--- config.mk ---
export PLATFORM = sky130hd
export DESIGN_NAME = mandesc_ctrl
export DESIGN_NICKNAME = d
export VERILOG_FILES = /design/src/design/mandesc_pkg.sv /design/src/design/mandesc_ctrl.sv
export SDC_FILE = /design/constraint.sdc
export NUM_CORES = 1
export LEC_CHECK = 0
export BUFFER_PORTS_ARGS = -buffer_cell sky130_fd_sc_hd__buf_2
export CAP_MARGIN = 30
export CORE_ASPECT_RATIO = 0.75
export CORE_MARGIN = 3
export CORE_UTILIZATION = 55
export CTS_CLUSTER_SIZE = 16
export DETAILED_ROUTE_END_ITERATION = 10
export PLACE_DENSITY = 0.81
export SKIP_LAST_GASP = 1
export SLEW_MARGIN = 20
export SYNTH_ARGS = -nofsm -noshare
export SYNTH_HDL_FRONTEND = slang
export SYNTH_SLANG_ARGS = --single-unit
--- constraint.sdc ---
create_clock -name clock -period 8.45 [get_ports clock]
set_input_delay 1.69 -clock clock [delete_from_list [all_inputs] [get_ports clock]]
set_output_delay 1.69 -clock clock [all_outputs]
set_load 0.02 [all_outputs]
--- src/design/mandesc_pkg.sv ---
// Shared types, constants and the micro-operation table of the escape-time pixel unit.
package mandesc_pkg;

   localparam int CoordWidth  = 64;
   localparam int FracBits    = 32;
   localparam int IterWidth   = 16;
   localparam int DimWidth    = 12;
   localparam int SizeWidth   = 13;
   localparam int EpsWidth    = 63;
   localparam int WideWidth   = 2 * CoordWidth;
   localparam int HalfWidth   = CoordWidth / 2;
   localparam int DenWidth    = SizeWidth + 1;
   localparam int DivCntWidth = $clog2(WideWidth);
   localparam int CsrIdxWidth = 3;
   localparam int UopIdxWidth = 4;

   typedef logic signed [CoordWidth-1:0] coord_type;
   typedef logic signed [WideWidth-1:0]  wide_type;

   // Fixed-point constants.
   localparam coord_type FixOne    = 64'sh0000_0001_0000_0000;
   localparam coord_type FixNegOne = 64'shFFFF_FFFF_0000_0000;
   localparam coord_type EscapeThr = 64'sh000F_4240_0000_0000;
   localparam coord_type CoordMax  = 64'sh7FFF_FFFF_FFFF_FFFF;
   localparam coord_type CoordMin  = 64'sh8000_0000_0000_0000;
   localparam logic signed [IterWidth:0] IterNone = '1;

   // Register reset values.
   localparam coord_type LeftXRst   = 64'shFFFF_FFFD_8000_0000;
   localparam coord_type BottomYRst = 64'shFFFF_FFFE_8000_0000;
   localparam coord_type RightXRst  = 64'sh0000_0001_0000_0000;
   localparam coord_type TopYRst    = 64'sh0000_0001_8000_0000;
   localparam logic [SizeWidth-1:0] WidthRst  = 13'd1024;
   localparam logic [SizeWidth-1:0] HeightRst = 13'd768;
   localparam logic [IterWidth-1:0] MaxIterRst = 16'd256;
   localparam logic [EpsWidth-1:0]  EpsRst     = 63'd4294967;

   typedef enum logic [CsrIdxWidth-1:0] {
      CSR_LEFT_X       = 3'd0,
      CSR_BOTTOM_Y     = 3'd1,
      CSR_RIGHT_X      = 3'd2,
      CSR_TOP_Y        = 3'd3,
      CSR_WIDTH_PX     = 3'd4,
      CSR_HEIGHT_PX    = 3'd5,
      CSR_MAX_ITER     = 3'd6,
      CSR_INTERIOR_EPS = 3'd7
   } csr_idx_type;

   // Multiplier operand sources.
   typedef enum logic [2:0] {
      OPD_X, OPD_Y, OPD_DX, OPD_DY, OPD_LO, OPD_HI, OPD_K, OPD_EPS
   } opd_type;

   // What an accumulator does with a finished product.
   typedef enum logic [1:0] {
      ACC_HOLD, ACC_LOAD, ACC_ADD, ACC_SUB
   } acc_type;

   // Which result register takes a rounded accumulator value.
   typedef enum logic [2:0] {
      CAP_NONE, CAP_EPSQ, CAP_MOD_NX, CAP_DMOD, CAP_NDX_NDY, CAP_NY
   } cap_type;

   typedef struct packed {
      opd_type a;
      opd_type b;
      acc_type acc0;
      acc_type acc1;
      cap_type cap;
      logic    last;
   } uop_type;

   // Micro-operation addresses.
   localparam logic [UopIdxWidth-1:0] UopMapHi = 4'd0;
   localparam logic [UopIdxWidth-1:0] UopMapLo = 4'd1;
   localparam logic [UopIdxWidth-1:0] UopEps   = 4'd2;
   localparam logic [UopIdxWidth-1:0] UopXX    = 4'd3;
   localparam logic [UopIdxWidth-1:0] UopYY    = 4'd4;
   localparam logic [UopIdxWidth-1:0] UopDXDX  = 4'd5;
   localparam logic [UopIdxWidth-1:0] UopDYDY  = 4'd6;
   localparam logic [UopIdxWidth-1:0] UopDXX   = 4'd7;
   localparam logic [UopIdxWidth-1:0] UopDYY   = 4'd8;
   localparam logic [UopIdxWidth-1:0] UopXDY   = 4'd9;
   localparam logic [UopIdxWidth-1:0] UopDXY   = 4'd10;
   localparam logic [UopIdxWidth-1:0] UopXY    = 4'd11;

   // Product sequence: mapping, epsilon square, magnitudes, then the update.
   function automatic uop_type uop_rom(input logic [UopIdxWidth-1:0] idx);
      uop_type u;
      u = '{OPD_X, OPD_X, ACC_HOLD, ACC_HOLD, CAP_NONE, 1'b1};
      unique case (idx)
         UopMapHi: u = '{OPD_HI, OPD_K, ACC_LOAD, ACC_HOLD, CAP_NONE, 1'b0};
         UopMapLo: u = '{OPD_LO, OPD_K, ACC_SUB, ACC_HOLD, CAP_NONE, 1'b1};
         UopEps:   u = '{OPD_EPS, OPD_EPS, ACC_LOAD, ACC_HOLD, CAP_EPSQ, 1'b1};
         UopXX:    u = '{OPD_X, OPD_X, ACC_LOAD, ACC_LOAD, CAP_NONE, 1'b0};
         UopYY:    u = '{OPD_Y, OPD_Y, ACC_ADD, ACC_SUB, CAP_MOD_NX, 1'b0};
         UopDXDX:  u = '{OPD_DX, OPD_DX, ACC_LOAD, ACC_HOLD, CAP_NONE, 1'b0};
         UopDYDY:  u = '{OPD_DY, OPD_DY, ACC_ADD, ACC_HOLD, CAP_DMOD, 1'b1};
         UopDXX:   u = '{OPD_DX, OPD_X, ACC_LOAD, ACC_HOLD, CAP_NONE, 1'b0};
         UopDYY:   u = '{OPD_DY, OPD_Y, ACC_SUB, ACC_HOLD, CAP_NONE, 1'b0};
         UopXDY:   u = '{OPD_X, OPD_DY, ACC_HOLD, ACC_LOAD, CAP_NONE, 1'b0};
         UopDXY:   u = '{OPD_DX, OPD_Y, ACC_HOLD, ACC_ADD, CAP_NDX_NDY, 1'b0};
         UopXY:    u = '{OPD_X, OPD_Y, ACC_LOAD, ACC_HOLD, CAP_NY, 1'b1};
         default:  u = '{OPD_X, OPD_X, ACC_HOLD, ACC_HOLD, CAP_NONE, 1'b1};
      endcase
      return u;
   endfunction

   // Commands from the controller to the datapath.
   typedef struct packed {
      logic    item_load;
      logic    mul_start;
      uop_type uop;
      logic    div_start;
      logic    map_axis;
      logic    map_cap;
      logic    init;
      logic    commit;
      logic    out_load;
      logic    out_esc;
   } cmd_type;

   // Status from the datapath to the controller.
   typedef struct packed {
      logic mul_done;
      logic div_done;
      logic more;
      logic escape;
      logic interior;
   } status_type;

endpackage

--- src/design/mandesc_ctrl.sv ---
// Controller: sequences mapping, products, exit checks and result hand-off for one item.
module mandesc_ctrl (
   input  logic                    clock,
   input  logic                    reset,
   input  logic                    req_valid,
   output logic                    req_ready,
   output logic                    rsp_valid,
   input  logic                    rsp_ready,
   input  mandesc_pkg::status_type status,
   output mandesc_pkg::cmd_type    cmd
);

   typedef enum logic [11:0] {
      ST_IDLE      = 12'b0000_0000_0001,
      ST_MSTART    = 12'b0000_0000_0010,
      ST_MWAIT     = 12'b0000_0000_0100,
      ST_SETTLE    = 12'b0000_0000_1000,
      ST_DIV_START = 12'b0000_0001_0000,
      ST_DIV_WAIT  = 12'b0000_0010_0000,
      ST_MAPCAP    = 12'b0000_0100_0000,
      ST_INIT      = 12'b0000_1000_0000,
      ST_HEAD      = 12'b0001_0000_0000,
      ST_CHECK     = 12'b0010_0000_0000,
      ST_COMMIT    = 12'b0100_0000_0000,
      ST_DONE      = 12'b1000_0000_0000
   } ctrl_state_type;

   ctrl_state_type state_ff, state_in;
   logic [mandesc_pkg::UopIdxWidth-1:0] uop_idx_ff, uop_idx_in;
   logic axis_ff, axis_in;
   logic esc_ff, esc_in;
   logic rsp_valid_ff, rsp_valid_in;

   // Next state and command decode.
   always_comb begin
      state_in     = state_ff;
      uop_idx_in   = uop_idx_ff;
      axis_in      = axis_ff;
      esc_in       = esc_ff;
      rsp_valid_in = rsp_valid_ff;
      cmd          = '0;
      cmd.uop      = mandesc_pkg::uop_rom(uop_idx_ff);
      cmd.map_axis = axis_ff;
      cmd.out_esc  = esc_ff;
      if (rsp_valid_ff && rsp_ready) begin
         rsp_valid_in = 1'b0;
      end
      unique case (state_ff)
         ST_IDLE: begin
            if (req_valid) begin
               cmd.item_load = 1'b1;
               axis_in       = 1'b0;
               uop_idx_in    = mandesc_pkg::UopMapHi;
               state_in      = ST_MSTART;
            end
         end
         ST_MSTART: begin
            cmd.mul_start = 1'b1;
            state_in      = ST_MWAIT;
         end
         ST_MWAIT: begin
            if (status.mul_done) begin
               if (cmd.uop.last) begin
                  unique case (uop_idx_ff)
                     mandesc_pkg::UopMapLo: state_in = ST_DIV_START;
                     mandesc_pkg::UopEps:   state_in = ST_INIT;
                     default:               state_in = ST_SETTLE;
                  endcase
               end else begin
                  uop_idx_in = uop_idx_ff + mandesc_pkg::UopIdxWidth'(1);
                  state_in   = ST_MSTART;
               end
            end
         end
         ST_SETTLE: begin
            state_in = (uop_idx_ff == mandesc_pkg::UopDYDY) ? ST_CHECK : ST_COMMIT;
         end
         ST_DIV_START: begin
            cmd.div_start = 1'b1;
            state_in      = ST_DIV_WAIT;
         end
         ST_DIV_WAIT: begin
            if (status.div_done) begin
               state_in = ST_MAPCAP;
            end
         end
         ST_MAPCAP: begin
            cmd.map_cap = 1'b1;
            state_in    = ST_MSTART;
            if (!axis_ff) begin
               axis_in    = 1'b1;
               uop_idx_in = mandesc_pkg::UopMapHi;
            end else begin
               uop_idx_in = mandesc_pkg::UopEps;
            end
         end
         ST_INIT: begin
            cmd.init = 1'b1;
            state_in = ST_HEAD;
         end
         ST_HEAD: begin
            if (status.more) begin
               uop_idx_in = mandesc_pkg::UopXX;
               state_in   = ST_MSTART;
            end else begin
               esc_in   = 1'b0;
               state_in = ST_DONE;
            end
         end
         ST_CHECK: begin
            if (status.escape) begin
               esc_in   = 1'b1;
               state_in = ST_DONE;
            end else if (status.interior) begin
               esc_in   = 1'b0;
               state_in = ST_DONE;
            end else begin
               uop_idx_in = mandesc_pkg::UopDXX;
               state_in   = ST_MSTART;
            end
         end
         ST_COMMIT: begin
            cmd.commit = 1'b1;
            state_in   = ST_HEAD;
         end
         ST_DONE: begin
            if (!rsp_valid_ff || rsp_ready) begin
               cmd.out_load = 1'b1;
               rsp_valid_in = 1'b1;
               state_in     = ST_IDLE;
            end
         end
         default: state_in = ST_IDLE;
      endcase
   end

   // Control registers.
   always_ff @(posedge clock) begin
      if (reset) begin
         state_ff     <= ST_IDLE;
         uop_idx_ff   <= mandesc_pkg::UopMapHi;
         axis_ff      <= 1'b0;
         esc_ff       <= 1'b0;
         rsp_valid_ff <= 1'b0;
      end else begin
         state_ff     <= state_in;
         uop_idx_ff   <= uop_idx_in;
         axis_ff      <= axis_in;
         esc_ff       <= esc_in;
         rsp_valid_ff <= rsp_valid_in;
      end
   end

   assign req_ready = (state_ff == ST_IDLE);
   assign rsp_valid = rsp_valid_ff;

endmodule

* After elaboration in Yosys (flattened, before gate mapping) *
Memory sizes are Yosys's and may differ from the RTL's. A register that Yosys moved wholly into a read port is not among the register bits.
Cells that the tools add are included.

word-level totals
  flip-flop bits (word level) = 19
  bits in read-only memories = 224
  bits of input ports = 9
  output and inout port bits = 25
  memories = 1

operators by class
  add/sub/neg operators = 1
  equality and inequality tests = 25
  mux-type cells = 39
  reductions and logical operators = 11

memories
  memory            depth  bits a word  read ports  clocked after memory_dff  write ports  RTL line           RTL
  (name not given)  16     14           1           1                         0            mandesc_pkg.sv:91  unique case (idx)

operators by type and width
  cell                                                                     number
  12-bit one-hot mux with 11 select lines                                  1
  12-bit two-way mux                                                       8
  4-bit two-way mux                                                        8
  4-bit one-hot mux with 5 select lines                                    1
  2-bit inequality test, second input constant                             9
  1-bit two-way mux                                                        16
  8-bit one-hot mux with 2 select lines                                    1
  12-bit by 1-bit equality test with 1-bit output, second input constant   1
  12-bit by 10-bit equality test with 1-bit output, second input constant  1
  12-bit by 11-bit equality test with 1-bit output, second input constant  1
  12-bit equality test, second input constant                              1
  12-bit by 2-bit equality test with 1-bit output, second input constant   1
  12-bit by 3-bit equality test with 1-bit output, second input constant   1
  12-bit by 4-bit equality test with 1-bit output, second input constant   1
  12-bit by 5-bit equality test with 1-bit output, second input constant   1
  12-bit by 6-bit equality test with 1-bit output, second input constant   1
  12-bit by 7-bit equality test with 1-bit output, second input constant   1
  12-bit by 8-bit equality test with 1-bit output, second input constant   1
  12-bit by 9-bit equality test with 1-bit output, second input constant   1
  11-bit two-way mux                                                       1
  7-bit AND reduction                                                      1
  5-bit nonzero test                                                       1
  4-bit by 1-bit adder with 4-bit output, second input constant            1
  4-bit by 1-bit equality test with 1-bit output, second input constant    1
  other kinds (13)                                                         15

* Logic depth before layout (Yosys ltp) *
Gate-level depths: netlist (run 1).

  depth in word-level cells = 6
  gate-level depth with buffers = 11
  depth with buffers taken out = 10

* Worst setup path before layout (run 1) *
OpenSTA, ideal clock, no wires.

  path kind = input-to-reg
  start = input status[4] (netlist name)
  end = register, netlist name cmd[16]
  setup time = 0.079 ns
  arrival time = 3.771 ns
  data required time = 8.371 ns
  path slack = 4.600 ns
  stages = 9
  path buffers = 0
  cells stage by stage = nor2b_1 > o22ai_1 > a22oi_1 > o21ai_4 > mux2i_2 > nor2_1 > ha_1 > or4_1 > o211ai_1

on the way
  longest elaborated chain between the ends = 4

ends and longest elaborated chain
  item                                             RTL line           RTL
  start, declared                                  mandesc_ctrl.sv:9  input mandesc_pkg::status_type status,
  2-bit inequality test (no source line)           -
  7-bit AND reduction (no source line)             -
  4-bit two-way mux (no source line) (2 in a row)  -

Every way passes these cells.
A chain may end at the register's enable or synchronous reset.

==> tab_implementation.tex, run 1 <==
\begin{tabular}{lr}
\hline
Metric & Value \\
\hline
\multicolumn{2}{l}{\textbf{Outcome}} \\
Run status & finished clean \\
\multicolumn{2}{l}{\textbf{Clock network}} \\
Clock transition at the registers of the reported paths & about 60 ps \\
Post-CTS setup buffer count & 0 \\
Post-cts repair resize count & 0 \\
CTS tree & done \\
H-tree lvl count & 2 \\
CTS Hold Bufs & 0 \\
Clock buffer count from CTS & 5 \\
Clock network latency to the later pin of the worst-skew pair & 290 ps \\
Root buffer selected by CTS & clkbuf\_8 \\
Clock tree sinks & 32 \\
Maximum number of buffers from clock root to sink & 2 \\
\multicolumn{2}{l}{\textbf{STA}} \\
Shortest period the worst path allows & roughly 4000 ps \\
Relative slew slack & a little under three fifths \\
Max Clk Rate & about 250 MHz \\
Hold Vio Cnt, Final & 0 \\
Post-route clock period utilization & roughly 48\% \\
Final Skew & 9.32 ps \\
Setup slack after layout & 4430 ps \\
Total setup violations reported at the end of the flow & 0 \\
Hold slack final & 525 ps \\
Total Negative Setup Slacks & 0 ps \\
RSZ-0062 raised after global routing & false \\
Max-slew violation count & 0 \\
Worst Tran Pin Value & $\sim$640 ps \\
\multicolumn{2}{l}{\textbf{Floorplan}} \\
Height of the die & $\sim$57 um \\
Total die area & between 4000 and 5000 um\^{}2 \\
Std-Cell Core Area & approximately 3100 um\^{}2 \\
Overall die width & between 70 and 80 um \\
Total I/O pin count & 34 \\
Row count & 17 \\
Initial core utilization & 61.2\% \\
\multicolumn{2}{l}{\textbf{Global routing}} \\
GR Util met1 & 34.1\% \\
GR Layer Usage met3 & under 10\% \\
Vias in the first global route & $\sim$1,500 \\
GR Util All Layers & 22.4\% \\
Wire length of the first global-routing pass & a little over 7000 um \\
Gr busiest metal & met1 \\
Antenna violations before repair & 0 \\
Total congestion overflow after global routing & 0 \\
Global routing met2 resource utilization & 28.4\% \\
Pin count of the biggest net entering global routing & 30 \\
\multicolumn{2}{l}{\textbf{Synthesis}} \\
Area share of the leading cell type in the synthesized netlist & roughly a third \\
Cell area after technology mapping & roughly 1900 um\^{}2 \\
Syn. warnings & 0 \\
Async SR Flop Fraction & 0\% \\
Netlist cell types & 61 \\
Mapped Cells & 218 \\
Sequential cell area fraction in the yosys report & 33.5\% \\
Syn nets & 236 \\
Synthesized area per cell & about 8.8 um\^{}2 \\
Number of enable flip-flop cells after synthesis & 0 \\
Main area contributors after synthesis & dfxtp\_1 (33\%), ha\_1 (5.9\%), nor2\_1 (5.3\%) \\
Largest area contributor in the netlist & dfxtp\_1 \\
Most frequent cells after synthesis & dfxtp\_1 (32), nor2\_1 (27), nand2\_1 (13) \\
Seq cells post-synth & 32 \\
Most used flip-flop cell after synthesis & dfxtp\_1 \\
Cell with the most instances after synthesis & dfxtp\_1 \\
\multicolumn{2}{l}{\textbf{Drt}} \\
Number of antenna-violating nets in the routed design & 0 \\
Remaining routing DRC violations & 0 \\
Average wire per cell in the routed design & $\sim$15 um \\
Via-per-instance ratio & approximately 6.2 \\
1st-iter DRT viols & 164 \\
Detailed-route via count & about 1,800 \\
WL final & about 4400 um \\
Initial DRT Pass Iterations & 5 \\
\multicolumn{2}{l}{\textbf{Worst hold path}} \\
Worst min path class & register to register \\
\multicolumn{2}{l}{\textbf{Place}} \\
Number of placed instances with taps included & between 200 and 300 \\
Post-detail-place hpwl & $\sim$3300 um \\
Placed Instance Area & roughly 2100 um\^{}2 \\
Routability Congestion & roughly 0.9 \\
Worst Setup Slack post-DPL & between 4000 and 5000 ps \\
Number of port buffers & 33 \\
\multicolumn{2}{l}{\textbf{Flow run}} \\
Max-capacitance violation count & 0 \\
\multicolumn{2}{l}{\textbf{Pwr}} \\
Total Power Consumption & between 0.3 and 0.4 mW \\
Power Density & between 150 and 200 nW/um\^{}2 \\
Leakage power total & 0.895 nW \\
Maximum vdd drop & around 0.00014 V \\
\multicolumn{2}{l}{\textbf{Final layout}} \\
Final cell utilization of the core & 69.6\% \\
Area of all placed cells without fillers & 2180 um\^{}2 \\
Fin nets & 263 \\
Fraction of layout instances using a drive strength above 1 & between 20\% and 30\% \\
P\&R area growth vs syn & 13.7\% \\
Count of inserted antenna diode cells & 0 \\
Count of non-filler cells in the finished layout & between 200 and 300 \\
\multicolumn{2}{l}{\textbf{Critical path}} \\
Category of the worst setup path capture point & primary output \\
Startpoint type of the worst setup path & register \\
CP Data Arrival Time & approximately 2300 ps \\
Setup CP Type & register to primary output \\
Peak per-stage delay on the critical path & about 600 ps \\
Required time of the critical path & slightly below 7000 ps \\
Worst-path cell with the longest stage delay & nor4\_2 \\
Largest fanout on the critical path & 8 \\
Cell-by-cell trace of the critical path & nor4\_2 > nand2\_1 > or4\_1 > nor2b\_1 > buf\_2 \\
\hline
\end{tabular}
==> logic make-up (layout without fill, tap and decap cells) <==
group / Yosys count / after routing / synth area share, %
XOR/XNOR: 3 / 3 / 1.37
flip-flops: 32 / 32 / 33.5
multiplexers: 3 / 3 / 1.76
adder cells (fa/ha/maj): 9 / 9 / 5.88
AO/OA/AOI/OAI: 45 / 45 / 19.5
AND/OR/NAND/NOR: 104 / 104 / 32.2
buffers and inverters: 22 / 50 / 5.75
==> layout make-up <==
cell class	count	area, um^2
multi-input combinational	164	1160
fill	248	950
sequential	32	641
timing repair buffer	33	165
clock buffer	7	96.3
tap	38	47.5
inverter	9	33.8
clock inverter	1	30.0
==> state kept, by name (all words and copies together) (netlist names) <==
signal      cells
rsp_valid       1
uop_idx_ff      4
cmd            13
state_ff       12
axis_ff         1
esc_ff          1
==> worst paths after layout <==
path	startpoint	endpoint	slack (ps)	cells past startpoint
worst min-delay path	rsp_valid	rsp_valid	520	2
worst max register to register	state_ff[0]	cmd[16]	5120	9
worst min register to register	rsp_valid	rsp_valid	520	2
worst max-delay path	state_ff[0]	cmd[1]	4430	5
==> routing by layer <==
metal  share of wire, %  vias up  wire length (um)
met3                9.5        9               416
met4                1.5        0                68
met2                 40       83              1760
met5                  0        -                 0
li1                   -      850                 -
met1                 49      808              2160
==> critical path, delay by kind of cell, from the launching register on <==
kind / cells / cell delay [ps]
buf+inv: 1 / 160
flops: 1 / 380
simple gates: 4 / 1510
==> placed cells by master (no fill, tap or decap), drive strengths merged, types with 3 or more instances in the layout <==
cell type	n
a21oi	7
a22oi	3
buf	33
clkbuf	7
dfxtp	32
ha	9
inv	9
mux2i	3
nand2	13
nand2b	8
nand3	4
nand3b	3
nor2	28
nor2b	7
nor3	7
nor4	7
nor4b	4
o211ai	3
o21ai	9
or4	7
==> power breakdown <==
part | internal, mW | switching, mW | total (mW) | leakage (nW)
combinational | 0.0286 | 0.0431 | 0.0717 | 0.572
clock | 0.104 | 0.0581 | 0.162 | 0.0645
sequential | 0.154 | 0.00555 | 0.159 | 0.258
total | 0.286 | 0.107 | 0.393 | 0.895
No activity file was read; power rests on OpenSTA's default activity.
==> inputs of run 2 (changes only) <==
- CORE_UTILIZATION: 55 -> 50
- PLACE_DENSITY: 0.81 -> 0.77
- clock period: 8.45 -> 3.5 ns (I/O delays scaled with it)
==> tab_implementation.tex, run 2 (synthesis results as in run 1) <==
\begin{tabular}{lr}
\hline
Metric & Value \\
\hline
\multicolumn{2}{l}{\textbf{Critical path}} \\
Peak per-stage delay on the critical path & slightly below 600 ps \\
R2r startpoint & state\_ff[4] \\
Largest fanout on the critical path & 8 \\
Capturing point of the worst reg2reg path & cmd[16] \\
Worst-path cell with the longest stage delay & or4\_4 \\
Setup CP Type & register to register \\
Cell-by-cell trace of the critical path & or4\_4 > a2111o\_1 > o31ai\_4 > o21ai\_4 > mux2i\_2 > nor2\_1 > ha\_1 > or4\_1 > o211ai\_1 \\
Startpoint type of the worst setup path & register \\
CP Data Arrival Time & $\sim$3300 ps \\
WP buf/inv & 0 \\
Cell depth of the worst flop-to-flop path & 9 \\
Required time of the critical path & $\sim$3700 ps \\
Register-to-register setup slack & 400 ps \\
Dominant delay contributor by cell family on the critical path & simple AND/OR/NAND/NOR gates \\
Category of the worst setup path capture point & register \\
\multicolumn{2}{l}{\textbf{Worst hold path}} \\
Number of cells traversed by the worst hold path & 2 \\
Endpoint of the worst hold-timing path & esc\_ff \\
Startpoint of the tightest hold check path & esc\_ff \\
Worst min path class & register to register \\
\multicolumn{2}{l}{\textbf{Global routing}} \\
Antenna violations before repair & 0 \\
Wire length of the first global-routing pass & $\sim$7500 um \\
Total congestion overflow after global routing & 0 \\
Pin count of the biggest net entering global routing & 29 \\
Vias in the first global route & between 1,500 and 2,000 \\
GR Util All Layers & between 20\% and 30\% \\
\multicolumn{2}{l}{\textbf{Clock network}} \\
CTS Hold Bufs & 0 \\
H-tree lvl count & 2 \\
Clock network latency to the later pin of the worst-skew pair & around 280 ps \\
Post-CTS setup buffer count & 0 \\
CTS tree & done \\
Clock tree sinks & 32 \\
Maximum number of buffers from clock root to sink & 2 \\
Clock buffer count from CTS & 5 \\
Post-cts repair resize count & 0 \\
Root buffer selected by CTS & clkbuf\_8 \\
Clock transition at the registers of the reported paths & about 70 ps \\
\multicolumn{2}{l}{\textbf{Drt}} \\
Number of antenna-violating nets in the routed design & 0 \\
Average wire per cell in the routed design & 14.7 um \\
WL final & 4470 um \\
Initial DRT Pass Iterations & 4 \\
Remaining routing DRC violations & 0 \\
1st-iter DRT viols & 146 \\
Via-per-instance ratio & approximately 5.7 \\
Detailed-route via count & between 1,500 and 2,000 \\
\multicolumn{2}{l}{\textbf{Pwr}} \\
Part of the total power dissipated in the clock network & around 38\% \\
Gate power share & 20.4\% \\
Int Pwr & 0.659 mW \\
Power Density & approximately 410 nW/um\^{}2 \\
Switching pwr & $\sim$0.26 mW \\
Share of total power in sequential cells & between 40\% and 50\% \\
Fraction of power spent switching nets & 28.0\% \\
Maximum vdd drop & between 0.0003 and 0.0004 V \\
Leakage power total & between 0.9 and 1 nW \\
\multicolumn{2}{l}{\textbf{Final layout}} \\
P\&R area growth vs syn & 16.3\% \\
Multi-input combinational cell area & 1160 um\^{}2 \\
Fill cell count & between 300 and 400 \\
Fin nets & between 200 and 300 \\
Final cell utilization of the core & between 60\% and 70\% \\
Most common cell after layout, fill and taps aside & buf\_2 \\
FF+latch area & about 640 um\^{}2 \\
Area of all placed cells without fillers & between 2000 and 2500 um\^{}2 \\
Leading cell types in the layout, fill and taps excluded & buf\_2 (33), dfxtp\_1 (32), nor2\_1 (27) \\
Fraction of layout instances using a drive strength above 1 & about a quarter \\
Largest register FFs & 13 \\
Count of inserted antenna diode cells & 0 \\
\multicolumn{2}{l}{\textbf{Flow run}} \\
Max-capacitance violation count & 0 \\
\multicolumn{2}{l}{\textbf{STA}} \\
Shortest period the worst path allows & 3100 ps \\
Worst Tran Pin Value & $\sim$630 ps \\
Total setup violations reported at the end of the flow & 0 \\
Relative slew slack & 57.8\% \\
Max Clk Rate & about 320 MHz \\
Post-route clock period utilization & approximately 89\% \\
Hold Vio Cnt, Final & 0 \\
RSZ-0062 raised after global routing & false \\
Max-slew violation count & 0 \\
Total Negative Setup Slacks & 0 ps \\
Final Skew & 6.78 ps \\
\multicolumn{2}{l}{\textbf{Floorplan}} \\
Height of the die & roughly 60 um \\
Std-Cell Core Area & about 3500 um\^{}2 \\
Initial core utilization & between 50\% and 60\% \\
Total die area & $\sim$4600 um\^{}2 \\
Row count & 18 \\
Total I/O pin count & 34 \\
Overall die width & between 70 and 80 um \\
\multicolumn{2}{l}{\textbf{Place}} \\
Routability Congestion & between 0.9 and 1 \\
Number of port buffers & 33 \\
Post-detail-place hpwl & 3350 um \\
Placed Instance Area & between 2000 and 2500 um\^{}2 \\
\multicolumn{2}{l}{\textbf{Outcome}} \\
Run status & finished clean \\
\hline
\end{tabular}
run 2: cell count changes in the layout (fill, tap and decap cells not counted), sizes merged:
cell / delta
clkinv: +1
buf: +7
clkbuf: -1
run 2: area by class of cell:
class | count | area share, %
Multi-Input combinational cell | 164 | 52.3
Sequential cell | 32 | 28.8
Timing Repair Buffer | 40 | 9.78
Clock buffer | 6 | 3.26
Tap cell | 50 | 2.81
Clock inverter | 2 | 1.57
Inverter | 9 | 1.52
run 2: per-layer routing:
layer	routed length, um	global-route usage (%)	vias to the layer above	share of wire (%)
met3	349	5.62	7	7.8
met1	2300	32.6	799	51
li1	-	-	859	-
met5	0	0	-	0
met2	1770	27.7	70	40
met4	52	6.09	0	1.2
run 2: worst register-to-register path: stages (launching register included):
cell and delay (ps):
dfxtp_1 380, or4_4 590, a2111o_1 430, o31ai_4 100, o21ai_4 140, mux2i_2 180
nor2_1 280, ha_1 330, or4_1 510, o211ai_1 90
run 2: power groups by stage:
stage          sequential [mW]  clock (mW)  combinational, mW
3_5_place_dp             0.392           0              0.183
3_3_place_gp             0.391           0              0.181
5_1_grt                  0.385       0.364              0.204
6_report                 0.384       0.344              0.187
2_1_floorplan            0.388           0              0.139
4_1_cts                  0.383       0.348              0.184
run 2: metrics by stage:
step,power (mW),hold WS (ps),instances,worst slack (ps)
finish,0.915,486,303,399
global route,0.953,530,303,249
CTS,0.916,490,303,433
detailed placement,0.575,473,295,457
global placement,0.572,468,295,513
floorplan,0.527,455,218,480
run 2: how the worst max path moves through the flow:
stage,start,endpoint,cells past startpoint
after floorplan,state_ff[4],cmd[16],10
final,state_ff[4],cmd[16],9
after global placement,state_ff[4],cmd[16],9
after global routing,state_ff[4],cmd[14],10
after detailed placement,state_ff[4],cmd[16],10
after CTS,state_ff[4],cmd[16],10
==> inputs of run 3 (changes only) <==
- BUFFER_PORTS_ARGS: -buffer_cell sky130_fd_sc_hd__buf_2 -> not set
- CORE_MARGIN: 3 -> not set
- CORE_UTILIZATION: 50 -> 55
- DONT_BUFFER_PORTS: not set -> 1
- PLACE_DENSITY: 0.77 -> 0.84
==> tab_implementation.tex, run 3 (synthesis results as in run 1) <==
\begin{tabular}{lr}
\hline
Metric & Value \\
\hline
\multicolumn{2}{l}{\textbf{STA}} \\
Total Negative Setup Slacks & 0 ps \\
Max-slew violation count & 0 \\
RSZ-0062 raised after global routing & false \\
Max Clk Rate & 309 MHz \\
Total setup violations reported at the end of the flow & 0 \\
Final Skew & a little under 7 ps \\
Setup slack after layout & between 200 and 300 ps \\
Post-route clock period utilization & just over 90\% \\
Hold Vio Cnt, Final & 0 \\
Shortest period the worst path allows & about 3200 ps \\
Relative slew slack & a little under three fifths \\
Worst Tran Pin Value & roughly 640 ps \\
\multicolumn{2}{l}{\textbf{Final layout}} \\
Count of inserted antenna diode cells & 0 \\
Leading cell types in the layout, fill and taps excluded & dfxtp\_1 (32), nor2\_1 (27), nand2\_1 (13) \\
Most common cell after layout, fill and taps aside & dfxtp\_1 \\
Fin nets & $\sim$240 \\
Fraction of layout instances using a drive strength above 1 & a little over an eighth \\
Final cell utilization of the core & 62.2\% \\
Count of non-filler cells in the finished layout & $\sim$260 \\
Fill cell count & 282 \\
P\&R area growth vs syn & 7.58\% \\
Largest register FFs & 13 \\
\multicolumn{2}{l}{\textbf{Critical path}} \\
CP Data Arrival Time & between 3000 and 4000 ps \\
Capturing point of the worst reg2reg path & cmd[16] \\
Largest fanout on the critical path & 8 \\
Setup crit start & state\_ff[4] \\
Setup CP Type & register to register \\
Register-to-register setup slack & approximately 270 ps \\
Startpoint type of the worst setup path & register \\
Required time of the critical path & around 3700 ps \\
Cell depth of the worst flop-to-flop path & 9 \\
R2r startpoint & state\_ff[4] \\
Category of the worst setup path capture point & register \\
\multicolumn{2}{l}{\textbf{Global routing}} \\
Vias in the first global route & between 1,000 and 1,500 \\
GR Layer Usage met3 & around 8.0\% \\
GR Util All Layers & 26.0\% \\
Gr busiest metal & met1 \\
Total congestion overflow after global routing & 0 \\
Wire length of the first global-routing pass & $\sim$7200 um \\
Antenna violations before repair & 0 \\
Global routing met2 resource utilization & 36.5\% \\
GR Util met1 & between 30\% and 40\% \\
Pin count of the biggest net entering global routing & 30 \\
\multicolumn{2}{l}{\textbf{Drt}} \\
Initial DRT Pass Iterations & 5 \\
Detailed-route via count & approximately 1,600 \\
WL final & between 4000 and 5000 um \\
1st-iter DRT viols & between 150 and 200 \\
Remaining routing DRC violations & 0 \\
Number of antenna-violating nets in the routed design & 0 \\
Average wire per cell in the routed design & between 15 and 20 um \\
Via-per-instance ratio & 6.28 \\
\multicolumn{2}{l}{\textbf{Floorplan}} \\
Total die area & around 3700 um\^{}2 \\
Row count & 18 \\
Total I/O pin count & 34 \\
Height of the die & about 53 um \\
Initial core utilization & between 50 and 60\% \\
Overall die width & 70.1 um \\
Std-Cell Core Area & roughly 3300 um\^{}2 \\
\multicolumn{2}{l}{\textbf{Place}} \\
Number of port buffers & 0 \\
Post-detail-place hpwl & around 3300 um \\
Worst Setup Slack post-DPL & a little over 300 ps \\
Number of placed instances with taps included & about 250 \\
Routability Congestion & about 0.90 \\
\multicolumn{2}{l}{\textbf{Worst hold path}} \\
Worst min path class & input port to register \\
Number of cells traversed by the worst hold path & 1 \\
Startpoint of the tightest hold check path & reset \\
Endpoint of the worst hold-timing path & state\_ff[1] \\
\multicolumn{2}{l}{\textbf{Clock network}} \\
Maximum number of buffers from clock root to sink & 2 \\
Clock buffer count from CTS & 5 \\
Post-CTS setup buffer count & 0 \\
Root buffer selected by CTS & clkbuf\_8 \\
CTS tree & done \\
CTS Hold Bufs & 0 \\
Clock network latency to the later pin of the worst-skew pair & a little under 300 ps \\
Clock transition at the registers of the reported paths & 70 ps \\
Clock tree sinks & 32 \\
Post-cts repair resize count & 0 \\
H-tree lvl count & 2 \\
\multicolumn{2}{l}{\textbf{Pwr}} \\
Gate power share & about a fifth \\
Power Density & $\sim$460 nW/um\^{}2 \\
Int Pwr & between 0.6 and 0.7 mW \\
Maximum vdd drop & around 0.00034 V \\
Total Power Consumption & about 0.94 mW \\
Part of the total power dissipated in the clock network & about two fifths \\
Share of total power in sequential cells & 40.7\% \\
Leakage power total & 0.775 nW \\
Fraction of power spent switching nets & a little over a quarter \\
Switching pwr & $\sim$0.25 mW \\
\multicolumn{2}{l}{\textbf{Flow run}} \\
Max-capacitance violation count & 0 \\
\multicolumn{2}{l}{\textbf{Outcome}} \\
Run status & finished clean \\
\hline
\end{tabular}
[run 3: cell types whose count changed in the layout (fill, tap and decap cells not counted), sizes merged]
cell,before,now
clkinv,1,0
clkbuf,6,7
buf,40,6
[run 3: layout make-up]
class | count | area (um^2) | share of cell area [%]
clock buffer | 7 | 96.3 | 4.68
timing repair buffer | 6 | 45.0 | 2.19
sequential | 32 | 641 | 31.1
inverter | 9 | 33.8 | 1.64
multi-input combinational | 164 | 1160 | 56.5
tap | 40 | 50.0 | 2.43
clock inverter | 1 | 30.0 | 1.46
[run 3: worst max-delay path: stages (launching register included)]
cell	delay, ps
dfxtp_1	380
or4_4	600
a2111o_1	420
o31ai_4	100
o21ai_4	140
mux2i_2	380
nor2_1	170
ha_1	370
or4_1	510
o211ai_1	90
[run 3: power by group through the flow]
stage | sequential [mW] | clock [mW] | combinational (mW)
floorplan | 0.388 | 0 | 0.139
global placement | 0.391 | 0 | 0.170
detailed placement | 0.392 | 0 | 0.173
CTS | 0.384 | 0.396 | 0.174
global route | 0.386 | 0.408 | 0.190
finish | 0.384 | 0.383 | 0.176
[run 3: per-stage QoR]
step	hold WS, ps	area (um^2)
after floorplan	455	1910
after global placement	582	1930
after detailed placement	573	1930
after CTS	462	2060
after global routing	460	2060
final	474	2060
[run 3: worst max-delay path by stage]
stage | end | cells after the start
after floorplan | cmd[16] | 10
after CTS | cmd[16] | 9
after global placement | cmd[16] | 9
final | cmd[16] | 9
after detailed placement | cmd[16] | 9
after global routing | cmd[16] | 10
[run 3: routing by layer]
| layer | wire length, um | up-vias |
|---|---|---|
| li1 | - | 793 |
| met1 | 2180 | 763 |
| met2 | 1830 | 66 |
| met3 | 295 | 4 |
| met4 | 31 | 0 |
| met5 | 0 | - |
